<file path="src/rtl/gba_pkg.sv">
// Shared constants, codes and controller/datapath bundles of the grid block allocator.
// Depends on nothing.
`default_nettype none

package gba_pkg;

  localparam int MAX_COLS = 64;
  localparam int MAX_ROWS = 64;
  localparam int MAP_W    = 64;                 // bits of one occupancy row
  localparam int ROW_AW   = $clog2(MAX_ROWS);   // occupancy memory address width
  localparam int CNT_W    = 7;                  // grid size and span fields
  localparam int DIM_W    = 11;                 // block size registers
  localparam int PIX_W    = 16;                 // pixel fields
  localparam int QUO_W    = PIX_W + 1;          // ceiling quotient width
  localparam int WIDE_W   = QUO_W + 1;          // compares against spans

  typedef enum logic [1:0] {
    CMD_INIT   = 2'd0,
    CMD_ALLOC  = 2'd1,
    CMD_FREE   = 2'd2,
    CMD_OCCUPY = 2'd3
  } cmd_e;

  typedef enum logic [1:0] {
    REG_BLOCK_W   = 2'd0,
    REG_BLOCK_H   = 2'd1,
    REG_INIT_COLS = 2'd2,
    REG_INIT_ROWS = 2'd3
  } cfg_reg_e;

  typedef struct packed {
    logic latch;
    logic init;
    logic div_start_w;
    logic div_start_h;
    logic div_store_w;
    logic div_store_h;
    logic srch_start;
    logic row_start;
    logic srch_acc;
    logic hit_take;
    logic y_next;
    logic grow;
    logic rect_setup;
    logic rect_rd;
    logic rect_wr;
    logic mul;
    logic out_load;
  } ctrl_cmd_t;

  typedef struct packed {
    cmd_e cmd;
    logic div_done;
    logic row_over;
    logic k_last;
    logic cand_any;
    logic grow_ok;
    logic rect_empty;
    logic rect_last;
  } dp_status_t;

  // Mask of the low n bits of a row, all ones from the full row width up.
  function automatic logic [MAP_W-1:0] span_mask(input logic [QUO_W-1:0] n);
    logic [MAP_W-1:0] m;
    if (n >= QUO_W'(MAP_W)) begin
      m = '1;
    end else begin
      m = (MAP_W'(1) << n[$clog2(MAP_W)-1:0]) - MAP_W'(1);
    end
    return m;
  endfunction

endpackage

`default_nettype wire

</file>
<file path="src/rtl/gba_ctrl.sv">
// Controller state machine: sequences division, search, growth, rectangle
// update and the result handshake. Depends on gba_pkg.
`default_nettype none

module gba_ctrl (
  input  logic                clk_i,
  input  logic                rst_ni,
  input  logic                in_valid_i,
  output logic                in_stall_o,
  output logic                out_valid_o,
  input  logic                out_stall_i,
  input  gba_pkg::dp_status_t stat_i,
  output gba_pkg::ctrl_cmd_t  ctrl_o
);
  import gba_pkg::*;

  typedef enum logic [4:0] {
    S_IDLE, S_DISPATCH, S_INIT, S_DIVW_GO, S_DIVW_WAIT, S_DIVH_GO, S_DIVH_WAIT,
    S_SINIT, S_ROWCHK, S_RD, S_ACC, S_EVAL, S_MISS, S_RSET, S_RCHK, S_RWR,
    S_MUL, S_OUT
  } state_e;

  state_e state_q, state_d;
  logic   out_valid_q;
  state_e rect_done;

  assign rect_done = (stat_i.cmd == CMD_ALLOC) ? S_MUL : S_OUT;

  always_comb begin
    ctrl_o  = '0;
    state_d = state_q;
    unique case (state_q)
      S_IDLE: begin
        if (in_valid_i) begin
          ctrl_o.latch = 1'b1;
          state_d      = S_DISPATCH;
        end
      end
      S_DISPATCH: begin
        unique case (stat_i.cmd)
          CMD_INIT:  state_d = S_INIT;
          CMD_ALLOC: state_d = S_DIVW_GO;
          default:   state_d = S_RSET;
        endcase
      end
      S_INIT: begin
        ctrl_o.init = 1'b1;
        state_d     = S_OUT;
      end
      S_DIVW_GO: begin
        ctrl_o.div_start_w = 1'b1;
        state_d            = S_DIVW_WAIT;
      end
      S_DIVW_WAIT: begin
        ctrl_o.div_store_w = 1'b1;
        if (stat_i.div_done) state_d = S_DIVH_GO;
      end
      S_DIVH_GO: begin
        ctrl_o.div_start_h = 1'b1;
        state_d            = S_DIVH_WAIT;
      end
      S_DIVH_WAIT: begin
        ctrl_o.div_store_h = 1'b1;
        if (stat_i.div_done) state_d = S_SINIT;
      end
      S_SINIT: begin
        ctrl_o.srch_start = 1'b1;
        state_d           = S_ROWCHK;
      end
      S_ROWCHK: begin
        if (stat_i.row_over) begin
          state_d = S_MISS;
        end else begin
          ctrl_o.row_start = 1'b1;
          state_d          = S_RD;
        end
      end
      S_RD: begin
        state_d = S_ACC;
      end
      S_ACC: begin
        ctrl_o.srch_acc = 1'b1;
        state_d         = stat_i.k_last ? S_EVAL : S_RD;
      end
      S_EVAL: begin
        if (stat_i.cand_any) begin
          ctrl_o.hit_take = 1'b1;
          state_d         = S_RSET;
        end else begin
          ctrl_o.y_next = 1'b1;
          state_d       = S_ROWCHK;
        end
      end
      S_MISS: begin
        if (stat_i.grow_ok) begin
          ctrl_o.grow = 1'b1;
          state_d     = S_SINIT;
        end else begin
          state_d = S_OUT;
        end
      end
      S_RSET: begin
        ctrl_o.rect_setup = 1'b1;
        state_d           = S_RCHK;
      end
      S_RCHK: begin
        if (stat_i.rect_empty) begin
          state_d = rect_done;
        end else begin
          ctrl_o.rect_rd = 1'b1;
          state_d        = S_RWR;
        end
      end
      S_RWR: begin
        ctrl_o.rect_wr = 1'b1;
        state_d        = stat_i.rect_last ? rect_done : S_RCHK;
      end
      S_MUL: begin
        ctrl_o.mul = 1'b1;
        state_d    = S_OUT;
      end
      S_OUT: begin
        if (!out_valid_q || !out_stall_i) begin
          ctrl_o.out_load = 1'b1;
          state_d         = S_IDLE;
        end
      end
      default: state_d = S_IDLE;
    endcase
  end

  always_ff @(posedge clk_i or negedge rst_ni) begin
    if (!rst_ni) begin
      state_q     <= S_IDLE;
      out_valid_q <= 1'b0;
    end else begin
      state_q <= state_d;
      if (ctrl_o.out_load) begin
        out_valid_q <= 1'b1;
      end else if (!out_stall_i) begin
        out_valid_q <= 1'b0;
      end
    end
  end

  assign in_stall_o  = (state_q != S_IDLE);
  assign out_valid_o = out_valid_q;

endmodule

`default_nettype wire

</file>
<file path="config.mk">
export PLATFORM = sky130hd
export DESIGN_NAME = gba_ctrl
export DESIGN_NICKNAME = d
export VERILOG_FILES = /design/src/rtl/gba_pkg.sv /design/src/rtl/gba_ctrl.sv
export SDC_FILE = /design/constraint.sdc
export NUM_CORES = 1
export LEC_CHECK = 0
export BUFFER_PORTS_ARGS = -buffer_cell sky130_fd_sc_hd__buf_2
export CAP_MARGIN = 5
export CORE_MARGIN = 2
export CORE_UTILIZATION = 45
export CTS_CLUSTER_SIZE = 25
export DETAILED_ROUTE_END_ITERATION = 7
export PLACE_DENSITY = 0.77
export SLEW_MARGIN = 25
export SYNTH_ARGS = -nofsm -noshare
export SYNTH_HDL_FRONTEND = slang
export SYNTH_SLANG_ARGS = --single-unit
</file>
<file path="constraint.sdc">
create_clock -name clk_i -period 3.09 [get_ports clk_i]
set_clock_uncertainty 0.1 [all_clocks]
set_input_delay 0.1545 -clock clk_i [delete_from_list [all_inputs] [get_ports clk_i]]
set_output_delay 0.1545 -clock clk_i [all_outputs]
set_load 0.03 [all_outputs]
</file>
==> metrics.txt <==
most common cell after layout, fill and taps aside=buf_2; via count=826; sequential share of power=30.2%; worst-skew pair later-pin latency=0.25 ns; worst slew pin tran=0.6388 ns; Post-synth ARST share=100.0%; n_diodes=0; FILL cells=150; drt total wl=1964 um; overall routing resource usage=23.26%; Max FO, Critical Path=17; chip height=43.25 um; top-area cell type share of the netlist area=21.66%; post-cts repair resize count=0; worst setup path endpoint=ctrl_o[0]; RSZ-0062 raised after global routing=false; DRC violations left=0; sum of negative setup slack=0 ns; grt ovf=0; WP data required=2.84 ns; synth warn=0; chip width=43.25 um; FF-to-FF End=state_q[0]; clock power share=9.2%; max-cap viol count=0; Sw Pwr=445.2 uW; relative slew slack=57.41%; Combinational Power Share=60.6%; die area=1870 um^2; area of the core=1471 um^2; Placed Cells=134; CP arrival=1.97 ns; synth top area cells=dfrtp_1, nor2_1, buf_2; # clock sinks=6; PD cells=923.2 nW/um^2; worst setup path class=reg2out; min-delay worst type=in2reg; post-synthesis cell count=94; VDD IR max=434.3 uV; P_leak=0.0004155 uW; Seq/Total Area, Yosys=21.66%; Rows=14; startpoint types=flop; GPL Wtd Cong=0.8986; Final Non-Filler Cells=138; fin crit period=2.224 ns; hold path depth=3; Final nets=137; Pins Over Slew Limit=0; postcts setup bufs=0; cts bufs inserted=3; DP HPWL=1401 um; Reg2Reg Setup Slack=0.97 ns; IO Pins=32; fmax=0.4496 GHz; CTS Root Cell=clkbuf_4; Crit. Startpoint=state_q[0]; most frequent cells in the layout=buf_2, nor2_1, nand2_1; internal power=351.8 uW; largest area contributor in the netlist=dfrtp_1; htree depth=1; IO buf count=31; vias per cell=5.986; 1st-iter DRT viols=31; switching part of the total=55.86%; Worst Setup End Kind=primary output; vias in the first global route=754; first-pass GRT wire length=3291 um; flops & latches, synth=6; layout cell share with drive strength beyond 1=31.97%; status=finished clean; CTS tree=yes; initial antenna violation count=0; final hold slack=0.02663 ns; First-pass DRT Iterations=4; Worst-path clk slew=0.05 ns; worst reg2reg path depth=4; FF-to-FF Start=state_q[1]; synthesized cell area=693.2 um^2; CTS max path bufs=2; EDFF count, synth=0; synthesized net count=107; distinct cell type count after synthesis=39; Routed Antenna Nets=0; final hold vios=0; endpoints failing setup=0; synthesis-to-finish area growth=24.55%; Final Cycle Share=71.98%; Avg Inst Size Synth=7.374 um^2; WL/cell=14.23 um; final core occ=58.67%; total power=797.1 uW; Initial Utilization=47.11%; largest net degree at the start of global routing=20; Synth Flop Type=dfrtp_1
==> synth_stat cells (all sizes together), types with 2 or more instances <==
cell type and n:
and2 3, nor2b 3, xnor2 2, buf 7, nor3b 3, a21oi 5
or2 2, nand2 7, nor2 15, a2111oi 2, dfrtp 6, nor3 5
and3b 2, nor4 3, or3b 2, and3 2, or3 3, o21ai 3
nand2b 3
==> metal layers <==
layer / share of wire (%) / global-route usage [%] / vias up
met3: 6.7 / 2.979 / 5
met4: 1.6 / 14.55 / 0
met2: 48 / 36.72 / 43
met5: 0 / 0 / -
li1: - / - / 397
met1: 43 / 29.50 / 381
==> timing repair <==
item / in CTS / in global routing
hold endpoints to repair: 6 / 0
hold buffers: 1 / 0
endpoints found under the setup margin: 0 / 0
==> state kept, by name (all words and copies together) (netlist names) <==
| name | cells |
|---|---|
| state_q | 5 |
| out_valid_o | 1 |
==> metrics by stage <==
step                worst slack (ns)  cell area, um^2
CTS                           0.9010            863.3
detailed placement             1.012            830.8
global placement               1.226            830.8
floorplan                      1.283            693.2
global route                  0.7005            863.3
finish                        0.8659            863.3
==> cell type report <==
class                      count  area [um^2]  share of cell area, %
inverter                       1        3.754                 0.4348
multi-input combinational     80        501.7                  58.12
timing repair buffer          32        165.2                  19.13
tap                           16        20.02                  2.319
clock buffer                   3        22.52                  2.609
sequential                     6        150.1                  17.39
==> power by group through the flow <==
stage	clock network [uW]	logic [uW]	registers, uW
after floorplan	0	471	137
after global placement	0	466	230
after detailed placement	0	476	236
after CTS	73.5	479	236
after global routing	79.3	532	252
final	73.4	483	241
==> how the worst min path moves through the flow <==
stage	from	to
after floorplan	rst_ni	out_valid_o
after global placement	rst_ni	state_q[2]
after detailed placement	rst_ni	state_q[3]
after CTS	stat_i[4]	state_q[1]
after global routing	stat_i[4]	state_q[1]
final	stat_i[4]	state_q[1]
==> cells by family after synthesis <==
| group | synth area share [%] |
|---|---|
| mux | 3.069 |
| compound gates | 19.68 |
| xor+xnor | 2.528 |
| flops | 21.66 |
| simple gates | 47.11 |
| buf+inv | 5.957 |
==> critical path, cell delays in order (launching register included) <==
cell	delay [ns]
dfrtp_1	0.70
nand2b_1	0.31
or3_1	0.39
a21oi_1	0.11
buf_2	0.20
Note: power is estimated with default switching activity, not from simulation.
